### config.mk
export PLATFORM = sky130hd
export DESIGN_NAME = led_color_crossfade_engine
export DESIGN_NICKNAME = d
export VERILOG_FILES = /design/src/hw/rtl/lcce_pkg.sv /design/src/hw/rtl/led_color_crossfade_engine.sv
export SDC_FILE = /design/constraint.sdc
export NUM_CORES = 1
export LEC_CHECK = 0
export BUFFER_PORTS_ARGS = -buffer_cell sky130_fd_sc_hd__clkbuf_2
export CORE_ASPECT_RATIO = 1.5
export CORE_UTILIZATION = 30
export DETAILED_ROUTE_END_ITERATION = 10
export HOLD_SLACK_MARGIN = 0.06
export SLEW_MARGIN = 20
export SYNTH_ARGS = -nofsm -noshare
export SYNTH_HDL_FRONTEND = slang
export SYNTH_SLANG_ARGS = --single-unit
export TNS_END_PERCENT = 10
### constraint.sdc
create_clock -name clk -period 8.14 [get_ports clk]
set_clock_uncertainty 0.05 [all_clocks]
set_input_delay 0.407 -clock clk [delete_from_list [all_inputs] [get_ports clk]]
set_output_delay 0.407 -clock clk [all_outputs]
set_load 0.01 [all_outputs]
### src/hw/rtl/lcce_pkg.sv
`default_nettype none
// ----------------------------------------------------------------------------
// lcce_pkg
// shared types and codes for the led color crossfade engine
// ----------------------------------------------------------------------------
package lcce_pkg;

    // command codes
    localparam logic [1:0] CMD_TICK    = 2'd0;
    localparam logic [1:0] CMD_SET     = 2'd1;
    localparam logic [1:0] CMD_RESTART = 2'd2;

    // register indexes
    localparam logic [1:0] REG_MODE       = 2'd0;
    localparam logic [1:0] REG_FADE_STEPS = 2'd1;
    localparam logic [1:0] REG_TICK_GAP   = 2'd2;

    // register reset values
    localparam logic [7:0]  FADE_STEPS_RST = 8'd128;
    localparam logic [15:0] TICK_GAP_RST   = 16'd100;

    // mode codes
    localparam logic MODE_STEADY = 1'b0;
    localparam logic MODE_SWEEP  = 1'b1;

    // at most this many leds exist on the strip
    localparam int LED_LIMIT = 16;

    localparam int CFG_DATA_W = 16;
    localparam int CFG_IDX_W  = 2;

    typedef struct packed {
        logic [1:0]  command;
        logic [1:0]  bulb_index;
        logic [23:0] color;
    } in_word_t;

    typedef struct packed {
        logic [3:0] led_index;
        logic [7:0] red;
        logic [7:0] green;
        logic [7:0] blue;
        logic       last;
    } out_word_t;

endpackage

`default_nettype wire

### src/hw/rtl/led_color_crossfade_engine.sv
`default_nettype none
// ----------------------------------------------------------------------------
// led_color_crossfade_engine
// per-bulb color store with solid or ping-pong fade toward the complement
// ----------------------------------------------------------------------------
// Holds one 24-bit color per bulb; bulb b drives leds b*LEDS_EACH and up,
// at most sixteen leds in all, and the strip's last led is always sent
// black. A set word stores a color and sends that bulb's leds. In fade
// mode each component shows c + step*(255-2c)/steps (truncated toward zero,
// clamped to 0..255); tick words count toward the tick delay register and,
// when it is reached, every led is sent and the step ping-pongs between 0
// and steps. A restart word clears the step, direction and tick count. One
// word is worked on at a time and in_ready is high only while idle. In
// solid mode each bulb is loaded once and then its leds are sent. In fade
// mode each bulb's three components go one after the other through a
// single 8x8 multiplier and a shared restoring divider (one quotient bit
// a cycle), and then the bulb's leds are sent. Output stalls hold the
// sequencer in its emit state; a finished word may wait in the output
// register while the next input word is taken.
module led_color_crossfade_engine
    import lcce_pkg::*;
#(
    parameter int BULB_COUNT = 4,
    parameter int LEDS_EACH  = 4
)(
    input  wire logic                  clk,
    input  wire logic                  rst_n,
    // command words
    input  wire logic                  in_valid,
    output logic                       in_ready,
    input  wire in_word_t              in_word,
    // led words
    output logic                       out_valid,
    input  wire logic                  out_ready,
    output out_word_t                  out_word,
    // configuration writes
    input  wire logic                  cfg_we,
    input  wire logic [CFG_IDX_W-1:0]  cfg_index,
    input  wire logic [CFG_DATA_W-1:0] cfg_data
);

    localparam int LED_PRODUCT = BULB_COUNT * LEDS_EACH;
    localparam int LED_TOTAL   = (LED_PRODUCT > LED_LIMIT) ? LED_LIMIT : LED_PRODUCT;
    localparam logic [3:0] LAST_LED = 4'(LED_TOTAL - 1);
    localparam int BULB_W = (BULB_COUNT > 1) ? $clog2(BULB_COUNT) : 1;
    localparam int J_W    = (LEDS_EACH > 1) ? $clog2(LEDS_EACH) : 1;
    localparam logic [J_W-1:0] J_LAST = J_W'(LEDS_EACH - 1);

    // sequencer states
    localparam logic [2:0] ST_IDLE = 3'd0;
    localparam logic [2:0] ST_LOAD = 3'd1;
    localparam logic [2:0] ST_MUL  = 3'd2;
    localparam logic [2:0] ST_DIV  = 3'd3;
    localparam logic [2:0] ST_FIX  = 3'd4;
    localparam logic [2:0] ST_EMIT = 3'd5;

    localparam logic [1:0] COMP_BLUE = 2'd2;
    localparam logic [3:0] DIV_LAST  = 4'd15;

    // configuration
    logic        mode_reg,  mode_next;
    logic [7:0]  steps_reg, steps_next;
    logic [15:0] delay_reg, delay_next;

    // fade state
    logic [23:0] colors_reg [BULB_COUNT];
    logic [23:0] colors_next [BULB_COUNT];
    logic [7:0]  step_reg,  step_next;
    logic        back_reg,  back_next;
    logic [15:0] ticks_reg, ticks_next;

    // sequencer
    logic [2:0]        state_reg, state_next;
    logic [BULB_W-1:0] bulb_reg,  bulb_next;
    logic [3:0]        led_reg,   led_next;
    logic [J_W-1:0]    j_reg,     j_next;
    logic              all_reg,   all_next;   // full-strip run (tick)
    logic [1:0]        comp_reg,  comp_next;
    logic [3:0]        cnt_reg,   cnt_next;
    logic              out_valid_reg, out_valid_next;

    // datapath payload
    logic [15:0] dq_reg,    dq_next;    // dividend shifting out, quotient in
    logic [7:0]  rem_reg,   rem_next;
    logic        neg_reg,   neg_next;
    logic [23:0] shown_reg, shown_next;
    out_word_t   out_reg,   out_next;

    // combinational helpers
    logic [7:0]  eff_steps;
    logic [23:0] src_color;
    logic [7:0]  comp_byte;
    logic [8:0]  absdiff_w;
    logic [8:0]  div_trial;
    logic signed [17:0] fade_v;
    logic [7:0]  fade_byte;
    logic [15:0] tick_cnt;
    logic [8:0]  step_up;
    logic        last_now;
    logic        accept;
    logic        emit_go;
    logic [23:0] emit_rgb;

    assign in_ready  = (state_reg == ST_IDLE);
    assign accept    = in_valid && in_ready;
    assign out_valid = out_valid_reg;
    assign out_word  = out_reg;

    assign eff_steps = (steps_reg == 8'd0) ? 8'd1 : steps_reg;
    assign src_color = colors_reg[bulb_reg];

    always_comb
    begin
        unique case (comp_reg)
            2'd0:    comp_byte = src_color[23:16];
            2'd1:    comp_byte = src_color[15:8];
            default: comp_byte = src_color[7:0];
        endcase
    end

    // |255 - 2c|, sign is the top bit of c
    assign absdiff_w = comp_byte[7] ? ({comp_byte, 1'b0} - 9'd255)
                                    : (9'd255 - {comp_byte, 1'b0});

    // one restoring divider step
    assign div_trial = {rem_reg, dq_reg[15]};

    // c -/+ quotient, then clamp
    assign fade_v = neg_reg ? ($signed({10'b0, comp_byte}) - $signed({2'b0, dq_reg}))
                            : ($signed({10'b0, comp_byte}) + $signed({2'b0, dq_reg}));

    always_comb
    begin
        priority if (fade_v < 18'sd0)
            fade_byte = 8'd0;
        else if (fade_v > 18'sd255)
            fade_byte = 8'd255;
        else
            fade_byte = fade_v[7:0];
    end

    // saturating tick count
    assign tick_cnt = (ticks_reg == 16'hFFFF) ? ticks_reg : (ticks_reg + 16'd1);
    assign step_up  = {1'b0, step_reg} + 9'd1;

    // final led of this run: end of strip, or end of the bulb for a set word
    assign last_now = (led_reg == LAST_LED) || (!all_reg && (j_reg == J_LAST));
    assign emit_go  = !out_valid_reg || out_ready;
    assign emit_rgb = (led_reg == LAST_LED) ? 24'd0 : shown_reg;

    always_comb
    begin
        mode_next      = mode_reg;
        steps_next     = steps_reg;
        delay_next     = delay_reg;
        colors_next    = colors_reg;
        step_next      = step_reg;
        back_next      = back_reg;
        ticks_next     = ticks_reg;
        state_next     = state_reg;
        bulb_next      = bulb_reg;
        led_next       = led_reg;
        j_next         = j_reg;
        all_next       = all_reg;
        comp_next      = comp_reg;
        cnt_next       = cnt_reg;
        out_valid_next = out_valid_reg && !out_ready;
        dq_next        = dq_reg;
        rem_next       = rem_reg;
        neg_next       = neg_reg;
        shown_next     = shown_reg;
        out_next       = out_reg;

        // the user writes configuration only while idle; the block does not enforce it
        if (cfg_we)
        begin
            unique case (cfg_index)
                REG_MODE:       mode_next  = cfg_data[0];
                REG_FADE_STEPS: steps_next = cfg_data[7:0];
                REG_TICK_GAP:   delay_next = cfg_data;
                default:        ;
            endcase
        end

        unique case (state_reg)
            ST_IDLE:
            begin
                if (accept)
                begin
                    unique case (in_word.command)
                        CMD_TICK:
                        begin
                            if (mode_reg == MODE_SWEEP)
                            begin
                                if (tick_cnt < delay_reg)
                                    ticks_next = tick_cnt;
                                else
                                begin
                                    // fade update: walk the whole strip
                                    ticks_next = 16'd0;
                                    bulb_next  = '0;
                                    led_next   = 4'd0;
                                    j_next     = '0;
                                    all_next   = 1'b1;
                                    state_next = ST_LOAD;
                                end
                            end
                        end
                        CMD_SET:
                        begin
                            if (32'(in_word.bulb_index) < BULB_COUNT)
                            begin
                                colors_next[BULB_W'(in_word.bulb_index)] = in_word.color;
                                // a bulb past the sixteenth led sends nothing
                                if (32'(in_word.bulb_index) * LEDS_EACH < LED_TOTAL)
                                begin
                                    bulb_next  = BULB_W'(in_word.bulb_index);
                                    led_next   = 4'(32'(in_word.bulb_index) * LEDS_EACH);
                                    j_next     = '0;
                                    all_next   = 1'b0;
                                    state_next = ST_LOAD;
                                end
                            end
                        end
                        CMD_RESTART:
                        begin
                            step_next  = 8'd0;
                            back_next  = 1'b0;
                            ticks_next = 16'd0;
                        end
                        default: ;
                    endcase
                end
            end

            ST_LOAD:
            begin
                if (mode_reg == MODE_STEADY)
                begin
                    shown_next = src_color;
                    state_next = ST_EMIT;
                end
                else
                begin
                    comp_next  = 2'd0;
                    state_next = ST_MUL;
                end
            end

            ST_MUL:
            begin
                dq_next    = step_reg * absdiff_w[7:0];
                neg_next   = comp_byte[7];
                rem_next   = 8'd0;
                cnt_next   = 4'd0;
                state_next = ST_DIV;
            end

            ST_DIV:
            begin
                if (div_trial >= {1'b0, eff_steps})
                begin
                    rem_next = 8'(div_trial - {1'b0, eff_steps});
                    dq_next  = {dq_reg[14:0], 1'b1};
                end
                else
                begin
                    rem_next = div_trial[7:0];
                    dq_next  = {dq_reg[14:0], 1'b0};
                end
                cnt_next = cnt_reg + 4'd1;
                if (cnt_reg == DIV_LAST)
                    state_next = ST_FIX;
            end

            ST_FIX:
            begin
                unique case (comp_reg)
                    2'd0:    shown_next[23:16] = fade_byte;
                    2'd1:    shown_next[15:8]  = fade_byte;
                    default: shown_next[7:0]   = fade_byte;
                endcase
                if (comp_reg == COMP_BLUE)
                    state_next = ST_EMIT;
                else
                begin
                    comp_next  = comp_reg + 2'd1;
                    state_next = ST_MUL;
                end
            end

            ST_EMIT:
            begin
                if (emit_go)
                begin
                    out_valid_next      = 1'b1;
                    out_next.led_index  = led_reg;
                    out_next.red        = emit_rgb[23:16];
                    out_next.green      = emit_rgb[15:8];
                    out_next.blue       = emit_rgb[7:0];
                    out_next.last       = last_now;
                    if (last_now)
                    begin
                        state_next = ST_IDLE;
                        // step moves only after a full fade update
                        if (all_reg)
                        begin
                            if (back_reg)
                            begin
                                if (step_reg <= 8'd1)
                                begin
                                    step_next = 8'd0;
                                    back_next = 1'b0;
                                end
                                else
                                    step_next = step_reg - 8'd1;
                            end
                            else
                            begin
                                if (step_up >= {1'b0, eff_steps})
                                begin
                                    step_next = eff_steps;
                                    back_next = 1'b1;
                                end
                                else
                                    step_next = step_up[7:0];
                            end
                        end
                    end
                    else if (j_reg == J_LAST)
                    begin
                        // next bulb of the strip
                        bulb_next  = BULB_W'(32'(bulb_reg) + 1);
                        led_next   = led_reg + 4'd1;
                        j_next     = '0;
                        state_next = ST_LOAD;
                    end
                    else
                    begin
                        led_next = led_reg + 4'd1;
                        j_next   = J_W'(32'(j_reg) + 1);
                    end
                end
            end

            default:
            begin
                state_next = ST_IDLE;
            end
        endcase
    end

    always_ff @(posedge clk or negedge rst_n)
    begin
        if (!rst_n)
        begin
            mode_reg      <= MODE_STEADY;
            steps_reg     <= FADE_STEPS_RST;
            delay_reg     <= TICK_GAP_RST;
            for (int i = 0; i < BULB_COUNT; i++)
            begin
                colors_reg[i] <= 24'd0;
            end
            step_reg      <= 8'd0;
            back_reg      <= 1'b0;
            ticks_reg     <= 16'd0;
            state_reg     <= ST_IDLE;
            bulb_reg      <= '0;
            led_reg       <= 4'd0;
            j_reg         <= '0;
            all_reg       <= 1'b0;
            comp_reg      <= 2'd0;
            cnt_reg       <= 4'd0;
            out_valid_reg <= 1'b0;
        end
        else
        begin
            mode_reg      <= mode_next;
            steps_reg     <= steps_next;
            delay_reg     <= delay_next;
            colors_reg    <= colors_next;
            step_reg      <= step_next;
            back_reg      <= back_next;
            ticks_reg     <= ticks_next;
            state_reg     <= state_next;
            bulb_reg      <= bulb_next;
            led_reg       <= led_next;
            j_reg         <= j_next;
            all_reg       <= all_next;
            comp_reg      <= comp_next;
            cnt_reg       <= cnt_next;
            out_valid_reg <= out_valid_next;
        end
    end

    // payload registers, no reset
    always_ff @(posedge clk)
    begin
        dq_reg    <= dq_next;
        rem_reg   <= rem_next;
        neg_reg   <= neg_next;
        shown_reg <= shown_next;
        out_reg   <= out_next;
    end

endmodule

`default_nettype wire

==> reports/metrics.yaml <==
status:
  status: "completed"
setup_path:
  required_ps: 8330
  path_class: "reg2reg"
  worst_ep_arrival_time_ps: 7110
  crit_fanout: 18
  rrSetupSlack_ps: 1220
  crit_path_end_kind: "flop"
  r2r-end: "dq_reg[15]"
  ff2ff_path_depth: 22
  reg2reg_from: "bulb_reg[0]"
  cp-start-kind: "flop"
placed_design:
  post-place-cells: 2192
  hpwl_mm: 30.2
  globalplace.congestion: 0.859
  io_buffers: 81
floorplan:
  fp-row-count: 102
  fp.dieArea_um2: 53200
  io_pins: 82
  start_util_pct: 30.4
  die_h_um: 282
  design.core.area_um2: 51600
  die_w_um: 189
global_routing:
  grt_usage_pct: 15.0
  grt_pass1_vias: 11900
  grt_overflow: 0
  grt_pass1_wl_mm: 63.9
  grt_max_degree: 90
  antenna_found_initial: 0
yosys:
  async_flop_share_pct: 67.9
  syn_area_um2: 15700
  yosysWarnings: 0
  synth.distinct_cells: 78
  synth-edff-count: 78
  syn_area_per_cell_um2: 10.6
  synth_ff_type: "dfrtp_1"
  ys_seq_elements: 243
  syn-num-nets: 1671
  synthCells: 1485
  yosysSeqAreaShare_pct: 41.3
routing:
  postRouteAntennaNets: 0
  vias: 11400
  drcViolationCount: 0
  firstDrtPassIters: 5
  drtIter0Drc: 690
  wl_per_cell_um: 17.8
  via_per_inst: 5.08
  wl_mm: 40.0
worst_hold_path:
  hold_path.class: "in2reg"
  min_path_cells: 2
  min_from: "in_word[22]"
  hold_end: "colors_reg[94]"
job:
  drv_cap: 0
clock_tree:
  clock_latency_ps: 560
  cts_hold_buf: 16
  numCtsBuffers: 24
  clkSinkCount: 243
  post_cts_buffers: 0
  cts_resized: 0
  cts_tree: "built"
  clockBufferDepth: 3
  htreeDepth: 1
  cts_root_buf: "clkbuf_16"
  clk_pin_slew_ps: 70
cells_and_area:
  drive_gt1_share_pct: 18.3
  stdcell_count: 2251
  final_common_cell: "dfrtp_1"
  largest_reg_flops: 96
  diodes: 0
  syn_to_final_growth_pct: 13.2
  fillCellCount: 5194
  nets: 1744
  layout_common_cells: "161 x dfrtp_1, 134 x inv_1, 121 x nand2_1"
power:
  p_leak_nw: 7.92
  clock_power_share_pct: 19.4
  p_int_mw: 3.39
  power_frac_seq_pct: 35.2
  p_switching_mw: 2.41
  powerDensity_nw_per_um2: 327
  comb_power_share_pct: 45.4
  finalPower_mw: 5.80
  ir_worst_vdd_mv: 0.154
  swShare_pct: 41.5
sta:
  min_period_over_period_pct: 85.0
  rsz0062_at_grt: "no"
  drv_slew: 0
  setup_tns_ps: 0
  hold_viol: 0
  worst_pin_slew_ps: 1060
  relSlewSlack_pct: 28.9
  setup_viol: 0
  min_period_ps: 6920
  max_freq_mhz: 144
-- layer usage --
metal	vias up	track usage, %	routed length (um)
met5	-	0	0
li1	5454	-	-
met2	204	28.6	21600
met4	0	6.04	1390
met1	5704	16.8	15900
met3	77	1.71	1140
-- synthesized netlist by cell type, types with 39 or more instances --
cell type | number | area share [%]
dfrtp_1 | 161 | 26
inv_1 | 135 | 3.2
nand2_1 | 121 | 2.9
mux2_2 | 114 | 8.2
ha_1 | 96 | 7.7
a21oi_1 | 92 | 2.9
edfxtp_1 | 78 | 15
nor2_1 | 75 | 1.8
and2_1 | 66 | 2.6
clkbuf_1 | 51 | 1.2
o21ai_0 | 41 | 1.3
fa_1 | 39 | 5.0
-- kinds of logic after synthesis --
family                   after synthesis  share of synthesized area (%)
adder cells (fa/ha/maj)              135                           12.6
AO/OA/AOI/OAI                        308                           13.1
buffers and inverters                197                           4.84
XOR/XNOR                              45                           2.51
flip-flops                           243                           41.3
multiplexers                         158                           13.0
AND/OR/NAND/NOR                      399                           12.6
-- how the worst max path moves through the flow --
stage | from | endpoint | slack [ps] | depth (start not counted)
after global placement | bulb_reg[0] | dq_reg[14] | 1300 | 19
after CTS | bulb_reg[0] | dq_reg[15] | 1150 | 22
after floorplan | bulb_reg[0] | dq_reg[14] | 2080 | 20
after detailed placement | bulb_reg[0] | dq_reg[15] | 1200 | 22
after global routing | bulb_reg[0] | dq_reg[15] | 690 | 22
final | bulb_reg[0] | dq_reg[15] | 1220 | 22
-- through the flow --
step / hold slack, ps / utilization [%] / cell area (um2) / setup slack [ps]
final: 82.3 / 34.4 / 17700 / 1220
after global routing: 68.1 / 34.4 / 17700 / 690
after CTS: 62.3 / 34.4 / 17700 / 1150
after detailed placement: 430 / 32.6 / 16800 / 1200
after global placement: 420 / 32.6 / 16800 / 1300
after floorplan: 61.4 / - / 15700 / 2080
-- critical path: stages (launching register included) --
cell	delay (ps)
dfrtp_1	700
buf_12	270
mux4_2	530
a22oi_1	200
nand2_1	360
xnor2_1	670
nand2_1	190
fa_1	480
fa_1	510
inv_1	40
ha_1	270
inv_1	50
fa_1	520
inv_1	40
ha_1	330
nor2b_1	140
o21ai_0	230
a21boi_1	160
o211ai_1	220
a21oi_1	110
o31ai_1	290
xnor2_1	150
a21oi_1	80
-- power groups by stage --
stage / registers (mW) / clock network [mW] / logic [mW]
final: 2.04 / 1.13 / 2.64
after global routing: 2.09 / 1.20 / 2.91
after CTS: 2.04 / 1.15 / 2.64
after detailed placement: 2.07 / 0 / 2.61
after global placement: 2.05 / 0 / 2.56
after floorplan: 1.88 / 0 / 2.00
-- layout make-up --
class | instances | area, um2 | share of cell area (%)
multi-input combinational | 1045 | 8450 | 47.6
sequential | 243 | 6480 | 36.5
tap | 676 | 846 | 4.77
clock buffer | 34 | 722 | 4.07
timing repair buffer | 109 | 678 | 3.82
inverter | 135 | 507 | 2.86
clock inverter | 9 | 66.3 | 0.374
Note: power is estimated with default switching activity, not from simulation.
